## src/hdl/histogram_level_state_finder_core_defines.svh

```systemverilog
// ----------------------------------------------------------------------------
// Assertion macros for the level state finder
// Shared property forms, clocked on i_clk and held off during reset.
// ----------------------------------------------------------------------------
`ifndef HISTOGRAM_LEVEL_STATE_FINDER_CORE_DEFINES_SVH
`define HISTOGRAM_LEVEL_STATE_FINDER_CORE_DEFINES_SVH

// same-cycle implication
`define HLSF_ASSERT_NOW(label, ante, cons) \
    label: assert property (@(posedge i_clk) disable iff (!i_rst_n) (ante) |-> (cons)) \
        else $error("hlsf assertion failed");

// next-cycle implication
`define HLSF_ASSERT_NEXT(label, ante, cons) \
    label: assert property (@(posedge i_clk) disable iff (!i_rst_n) (ante) |=> (cons)) \
        else $error("hlsf assertion failed");

`endif

```

## src/hdl/hlsf_pkg.sv

```systemverilog
// ----------------------------------------------------------------------------
// hlsf_pkg
// Constants, types and helpers shared by the level state finder modules.
// ----------------------------------------------------------------------------
`default_nettype none

package hlsf_pkg;

    localparam int MAX_SAMPLES = 4096;
    localparam int NUM_BINS    = 32;

    localparam int SAMPLE_W = 16;
    localparam int COUNT_W  = 13;
    localparam int ADDR_W   = $clog2(MAX_SAMPLES);
    localparam int TOT_W    = $clog2(MAX_SAMPLES + 1);
    localparam int BOUND_W  = $clog2(NUM_BINS * 65535 + 1);
    localparam int LVL_W    = 22;
    localparam int RAW_W    = $clog2((2 * NUM_BINS + 1) * 65535 + 1);
    localparam int STATES_W = 6;
    localparam int LOG_W    = 3;
    localparam int CNT_W    = $clog2(NUM_BINS + 3);
    localparam int CFG_IDX_W = 2;

    localparam logic [CFG_IDX_W-1:0] REG_BIN_WIDTH       = 2'd0;
    localparam logic [CFG_IDX_W-1:0] REG_COUNT_THRESHOLD = 2'd1;

    localparam logic [SAMPLE_W-1:0] BIN_WIDTH_RST = 16'd10;
    localparam logic [COUNT_W-1:0]  THRESHOLD_RST = 13'd500;

    typedef struct packed {
        logic                valid;
        logic                claimed;
        logic [SAMPLE_W-1:0] offset;
    } t_token;

    typedef struct packed {
        logic clear;
        logic shift;
    } t_chain_ctrl;

    function automatic logic [LVL_W-1:0] sat_lvl(input logic [RAW_W-1:0] v);
        logic [LVL_W-1:0] r;
        if (v > RAW_W'({LVL_W{1'b1}})) begin
            r = {LVL_W{1'b1}};
        end else begin
            r = v[LVL_W-1:0];
        end
        return r;
    endfunction

    function automatic logic [LOG_W-1:0] floor_log2(input logic [STATES_W-1:0] v);
        logic [LOG_W-1:0] r;
        r = '0;
        for (int k = 1; k < STATES_W; k++) begin
            if (v[k]) begin
                r = LOG_W'(k);
            end
        end
        return r;
    endfunction

endpackage

`default_nettype wire

```

## src/hdl/hlsf_cell.sv

```systemverilog
// ----------------------------------------------------------------------------
// hlsf_cell
// One histogram bin: upper bound, count, and a token stage of the chain.
// ----------------------------------------------------------------------------
`default_nettype none

module hlsf_cell (
    input  wire                         i_clk,
    input  wire                         i_rst_n,
    input  hlsf_pkg::t_chain_ctrl       i_ctrl,
    input  wire [hlsf_pkg::SAMPLE_W-1:0] i_w,
    input  wire [hlsf_pkg::BOUND_W-1:0] i_prev_bound,
    output logic [hlsf_pkg::BOUND_W-1:0] o_bound,
    input  hlsf_pkg::t_token            i_tok,
    output hlsf_pkg::t_token            o_tok,
    input  wire [hlsf_pkg::COUNT_W-1:0] i_next_count,
    output logic [hlsf_pkg::COUNT_W-1:0] o_count
);
    import hlsf_pkg::*;

    logic [BOUND_W-1:0] r_bound;
    logic [COUNT_W-1:0] r_count;
    t_token             r_tok;
    t_token             n_tok;
    logic               hit;

    // offset falls in (prev_bound, bound] when no earlier cell took it
    assign hit = i_tok.valid && !i_tok.claimed
                 && (BOUND_W'(i_tok.offset) <= r_bound);

    always_comb begin
        n_tok         = i_tok;
        n_tok.claimed = i_tok.claimed | hit;
    end

    always_ff @(posedge i_clk) begin
        r_bound <= i_prev_bound + BOUND_W'(i_w);
        if (!i_rst_n) begin
            r_tok   <= '0;
            r_count <= '0;
        end else begin
            r_tok <= n_tok;
            if (i_ctrl.clear) begin
                r_count <= '0;
            end else if (i_ctrl.shift) begin
                r_count <= i_next_count;
            end else if (hit) begin
                r_count <= r_count + 1'b1;
            end
        end
    end

    assign o_bound = r_bound;
    assign o_tok   = r_tok;
    assign o_count = r_count;

endmodule

`default_nettype wire

```

## src/hdl/hlsf_chain.sv

```systemverilog
// ----------------------------------------------------------------------------
// hlsf_chain
// Row of bin cells; tokens walk up the row, counts shift down to cell 0.
// ----------------------------------------------------------------------------
`default_nettype none

module hlsf_chain (
    input  wire                          i_clk,
    input  wire                          i_rst_n,
    input  hlsf_pkg::t_chain_ctrl        i_ctrl,
    input  wire [hlsf_pkg::SAMPLE_W-1:0] i_w,
    input  hlsf_pkg::t_token             i_tok,
    output hlsf_pkg::t_token             o_tail_tok,
    output logic [hlsf_pkg::COUNT_W-1:0] o_head_count
);
    import hlsf_pkg::*;

    logic [BOUND_W-1:0] bound [NUM_BINS+1];
    t_token             tok   [NUM_BINS+1];
    logic [COUNT_W-1:0] cnt   [NUM_BINS+1];

    assign bound[0]      = '0;
    assign tok[0]        = i_tok;
    assign cnt[NUM_BINS] = '0;

    for (genvar g = 0; g < NUM_BINS; g++) begin : g_cell
        hlsf_cell u_cell (
            .i_clk        (i_clk),
            .i_rst_n      (i_rst_n),
            .i_ctrl       (i_ctrl),
            .i_w          (i_w),
            .i_prev_bound (bound[g]),
            .o_bound      (bound[g+1]),
            .i_tok        (tok[g]),
            .o_tok        (tok[g+1]),
            .i_next_count (cnt[g+1]),
            .o_count      (cnt[g])
        );
    end

    assign o_tail_tok   = tok[NUM_BINS];
    assign o_head_count = cnt[0];

endmodule

`default_nettype wire

```

## config.mk

```make
export PLATFORM = sky130hd
export DESIGN_NAME = hlsf_chain
export DESIGN_NICKNAME = d
export VERILOG_FILES = /design/src/hdl/histogram_level_state_finder_core_defines.svh /design/src/hdl/hlsf_pkg.sv /design/src/hdl/hlsf_cell.sv /design/src/hdl/hlsf_chain.sv
export SDC_FILE = /design/constraint.sdc
export NUM_CORES = 2
export LEC_CHECK = 0
export ABC_CLOCK_PERIOD_IN_PS = 5450
export BUFFER_PORTS_ARGS = -buffer_cell sky130_fd_sc_hd__buf_2
export CAP_MARGIN = 20
export CORE_ASPECT_RATIO = 1.4
export CORE_MARGIN = 3
export CORE_UTILIZATION = 39
export CTS_BUF_LIST = sky130_fd_sc_hd__clkbuf_8
export DETAILED_ROUTE_END_ITERATION = 8
export PLACE_DENSITY_LB_ADDON = 0.12
export RECOVER_POWER = 25
export SYNTH_ARGS = -nofsm -noshare
export SYNTH_HDL_FRONTEND = slang
export SYNTH_SLANG_ARGS = --single-unit
export TNS_END_PERCENT = 5
```

## constraint.sdc

```tcl
create_clock -name i_clk -period 5.45 [get_ports i_clk]
set_input_delay 0.545 -clock i_clk [delete_from_list [all_inputs] [get_ports i_clk]]
set_output_delay 0.545 -clock i_clk [all_outputs]
set_load 0.05 [all_outputs]
```

# == Yosys cells after proc, flatten, opt, wreduce, memory -nomap -nowiden ==
# Cells that the tools add are included.
# word_totals
register_bits,1659
input_bits,38
out_inout_bits,31
wordCells,479
# op_classes
n_addsub,63
magnitude_cmp,32
mux,62
bitwise_logic,33
reduce_logical,129
# op_table
operator,count
13-bit two-way mux,62
16-bit by 21-bit less-or-equal comparator with 1-bit output,31
21-bit by 16-bit adder with 21-bit output,30
13-bit by 1-bit adder with 13-bit output (second input constant),32
1-bit logical AND,64
2-bit nonzero test,31
1-bit zero test,32
1-bit bitwise OR,32
16-bit by 16-bit adder with 17-bit output,1
16-bit less-or-equal comparator,1
3-bit OR reduction,1
2-bit OR reduction,1
1-bit NOT,1

# == Depth between registers and ports, before layout ==
# logic_depth
word_depth,5
mapped_depth,12
ltp_nobuf,10

# == By module ==
# A second synthesis with hierarchy kept.
# hier_totals
hier_cells,10539
area_unflattened_um2,93908.8
# modules_own_cells
module,n_inst,cells_per_inst,area_each_um2,seq_area_each_um2
hlsf_cell at g_cell[0].u_cell ...,31,329,2934.1,1041.0
hlsf_cell at g_cell[9].u_cell,1,339,2949.1,1041.0
hlsf_chain,1,1,3.8,0.0

# == Least setup slack after synthesis ==
# OpenSTA, ideal clock, no wires.
# synth_path
kind,input -> register
startpoint,input port i_w[0] (netlist name)
endpoint,register g_cell[12].u_cell.r_bound[18]
setup_time_ps,72
arrival_ps,2891
t_required_ps,5378
setup_slack_ps,2487
path_stages,10
n_path_buf,0
cell_sequence,ha_1 fa_1 a21oi_1 o22ai_1 o41ai_1 o221ai_1 o41ai_1 o21ai_0 nand3_1 xnor2_1
# synth_between
elab_chain_cells,1
# synth_lines
element,line,source
"start, declared",hlsf_chain.sv:11,"input wire [hlsf_pkg::SAMPLE_W-1:0] i_w,"
21-bit by 16-bit adder with 21-bit output,hlsf_cell.sv:37,r_bound <= i_prev_bound + BOUND_W'(i_w);
"end signal, assigned",hlsf_cell.sv:37,
"end, declared",hlsf_cell.sv:21,logic [BOUND_W-1:0] r_bound;
# Every way passes these cells.
# A chain may end at the register's enable or synchronous reset.

# == Final worst setup path ==
# layout_path
startpoint,input port i_w[0] (netlist name)
endpoint,register g_cell[18].u_cell.r_bound[18]
# layout_between
elab_chain_cells,1
# layout_lines
element,line
21-bit by 16-bit adder with 21-bit output,hlsf_cell.sv:37
"end signal, assigned",hlsf_cell.sv:37
"end, declared",hlsf_cell.sv:21
# Every way passes these cells.

==> impl_metrics.csv <==
group,metric,value,unit
outcome,status,"finished with violations",
outcome,violations,"max-capacitance violations, max-slew violations",
final_layout,multiInputGateArea,50600,µm²
worst_hold_path,hp-class,"in2reg",
worst_setup_path,slowest_delay,0.66,ns
die,dieHeight,565,µm
routing,drt-wirelength-per-cell,18.2,µm
final_layout,seq_area,33000,µm²
worst_setup_path,crit_chain,"dlygate4sd3_1 > clkbuf_1 > clkbuf_1 > ha_1 > fa_1 > a21oi_1 > o22ai_1 > o41ai_1 > o221ai_1 > o41ai_1 > o21ai_0 > nand3_1 > xnor2_1",
power_and_ir_drop,power_frac_seq,35.8,%
worst_setup_path,cp_max_fo,11,
placed_design,hpwl,176,mm
global_routing,grt_pass1_vias,68700,
placed_design,place_area,90900,µm²
timing,rsz0062_at_grt,"no",
clocking,cts_root_buffer,"clkbuf_8",
die,fp-row-count,204,
clocking,cts_buffers,290,
power_and_ir_drop,switching_power,17400,µW
final_layout,fin_area,97000,µm²
routing,vias,67800,
power_and_ir_drop,power.total,46900,µW
routing,vias_per_cell,5.27,
synth,avgSynthCellArea,9.11,µm²
power_and_ir_drop,total_leakage_power,0.0428,µW
power_and_ir_drop,switching_share,37.0,%
timing,maxSlewHeadroom,-186,%
synth,ys_seq_area_share,37.9,%
global_routing,grt_pass1_wl,366,mm
worst_setup_path,end_kind,"flop",
timing,clock.fmax,223,MHz
worst_setup_path,cp-start-kind,"input pin",
timing,period_share,82.3,%
clocking,cts_setup_buffers,0,
routing,detail-route-antenna-nets,0,
global_routing,grt_overflow_total,0,
timing,fin_skew,0.0542,ns
clocking,clk_pin_slew,0.06,ns
placed_design,dpl_worst_slack,1.04,ns
timing,hold_viol_final,0,
final_layout,areaGrowthSynthToFinish,11.4,%
worst_setup_path,path_class,"in2reg",
timing,setup_tns,0,ns
timing,finalSetupViolations,0,
placed_design,port_buffers,68,
die,fp.dieW,405,µm
routing,routed_wl,234,mm
job,maxCapViolCount,11,
synth,yosys_warnings,0,
clocking,h-tree-depth,5,
worst_setup_path,crit_arrival,5.27,ns
synth,synthDistinctLibCells,85,
power_and_ir_drop,intPower,29600,µW
die,ios,69,
final_layout,final_common_cell,"dfxtp_1",
clocking,cts.repair.resized,0,
placed_design,gp_congestion,0.838,
synth,synth_area,87100,µm²
die,die_area,229000,µm²
routing,dr.first_iter.drc_count,3342,
synth,syn_inst,9566,
synth,syn_nets,10700,
routing,drc_errors,0,
die,core,221000,µm²
synth,async_flop_share,0,%
timing,fin_hold_ws,0.175,ns
timing,worst_slew_pin_slew,4.29,ns
power_and_ir_drop,combPwrFrac,39.1,%
clocking,clock_sinks,1649,
power_and_ir_drop,powerDensity,484,nW/µm²
die,initial_core_util,39.4,%
worst_setup_path,crit_slowest_cell,"o41ai_1",
global_routing,grt_start_max_net_pins,255,
global_routing,grt_usage,19.9,%
clocking,clock_path_buffers,4,
clocking,clk_latency,0.91,ns
clocking,tritoncts,"built",
synth,synthFlopType,"dfxtp_1",
final_layout,final_cell_mix,"1,649 x dfxtp_1, 1,040 x ha_1, 761 x inv_1",
timing,min_period,4.48,ns
final_layout,num-fill-cells,21700,
final_layout,layout-drive-gt1-share,6.50,%
synth,synth.ff_latch_count,1649,
timing,drv_slew,589,
global_routing,antenna_found_initial,6,
power_and_ir_drop,clkPwrFrac,25.1,%
power_and_ir_drop,ir_worst_vdd,191,µV
timing,fin_ws,0.967,ns
synth,synth-edff-count,0,
worst_setup_path,critPathRequiredTime,6.24,ns
routing,dr.pass1.iters,5,
final_layout,nets,10900,
-- stage by stage --
stage          instances  utilization [%]
3_3_place_gp       12300             41.1
3_5_place_dp       12300             41.1
5_1_grt            12900             43.9
4_1_cts            12900             43.9
6_report           12900             43.9
2_1_floorplan       9566                -
-- critical path, delay by kind of cell --
kind / cells / cell delay, ns
simple gates: 1 / 0.15
fa+ha+maj: 2 / 0.81
xor+xnor: 1 / 0.13
compound gates: 6 / 2.07
buf+inv: 3 / 1.53
-- cell type report --
class | instances | share of cell area (%)
multi-input cells | 6968 | 52.1
flip-flops and latches | 1649 | 34.0
clock buffers | 376 | 5.33
well taps | 2884 | 3.72
inverters | 681 | 2.64
repair buffers | 177 | 1.36
clock inverters | 127 | 0.785
diodes | 2 | 0.00516
-- path summary, 6_finish.rpt --
check                                             from                                      to  slack (ns)  cells past startpoint
hold reg to reg   g_cell[5].u_cell.o_bound[20]$_DFF_P_    g_cell[6].u_cell.o_bound[20]$_DFF_P_        0.43                      1
hold / removal                                 i_rst_n  g_cell[30].u_cell.o_tok[16]$_SDFF_PN0_        0.18                      2
setup reg to reg  g_cell[26].u_cell.o_bound[0]$_DFF_P_   g_cell[27].u_cell.o_bound[18]$_DFF_P_        1.82                     10
setup / recovery                                i_w[0]   g_cell[18].u_cell.o_bound[18]$_DFF_P_        0.97                     13
-- per-layer routing --
metal	wire length [µm]	share of wire, %	vias up	global-route usage, %
met1	98100	42	32100	22.9
met3	7160	3.1	438	2.58
li1	-	-	34200	-
met2	119000	51	994	36.8
met4	9300	4.0	2	7.99
met5	7	0.0030	-	0
-- power groups by stage --
stage	clock network [µW]	logic [µW]	registers [µW]
finish	11800	18400	16800
global route	12800	20800	17200
CTS	12300	18500	16900
detailed placement	0	18300	17100
global placement	0	17900	17100
floorplan	0	14500	16400
-- cells by family (layout without fill, tap and decap cells) --
family                     Yosys count  after routing  share of synthesized area, %
AOI/OAI and AO/OA                 2023           2023                          14.9
xor gates and xnor gates           841            841                          8.45
adders and majority gates         1071           1071                          15.6
buffers and inverters              949           1361                          4.17
DFF                               1649           1649                          37.9
muxes                               46             46                         0.531
other                                0              2                             0
and+or+nand+nor                   2987           2987                          18.4
-- cells in the mapped netlist, types with 41 or more instances --
master / n / area, µm²
clkbuf_1: 236 / 886
o41ai_1: 50 / 438
o21bai_1: 85 / 638
nand2_1: 438 / 1640
or3_1: 43 / 269
nor3_1: 173 / 866
and3_1: 156 / 976
inv_1: 681 / 2560
xnor2_1: 562 / 4920
and2_1: 586 / 3670
a21oi_1: 626 / 3130
o21a_1: 95 / 713
o21ai_0: 380 / 1900
nand2b_1: 64 / 400
a21o_1: 207 / 1550
mux2i_1: 44 / 440
nand3_1: 380 / 1900
a211oi_1: 215 / 1610
or2_2: 41 / 257
o211ai_1: 55 / 413
nor2_1: 526 / 1970
xor2_1: 279 / 2440
nor2b_1: 90 / 563
dfxtp_1: 1649 / 33000
nor4_1: 87 / 544
ha_1: 1040 / 13000
or4_1: 53 / 398
nand4_1: 213 / 1330
-- state kept, by name (all words and copies together) (netlist names) --
register	cells
g_cell.u_cell.o_count	416
g_cell.u_cell.o_bound	657
g_cell.u_cell.o_tok	576
-- timing repair --
action                                  CTS  global route
hold buffers                             21             0
endpoints found under the setup margin    0             0
endpoints found under the hold margin    21             0
No activity file was read; power rests on OpenSTA's default activity.
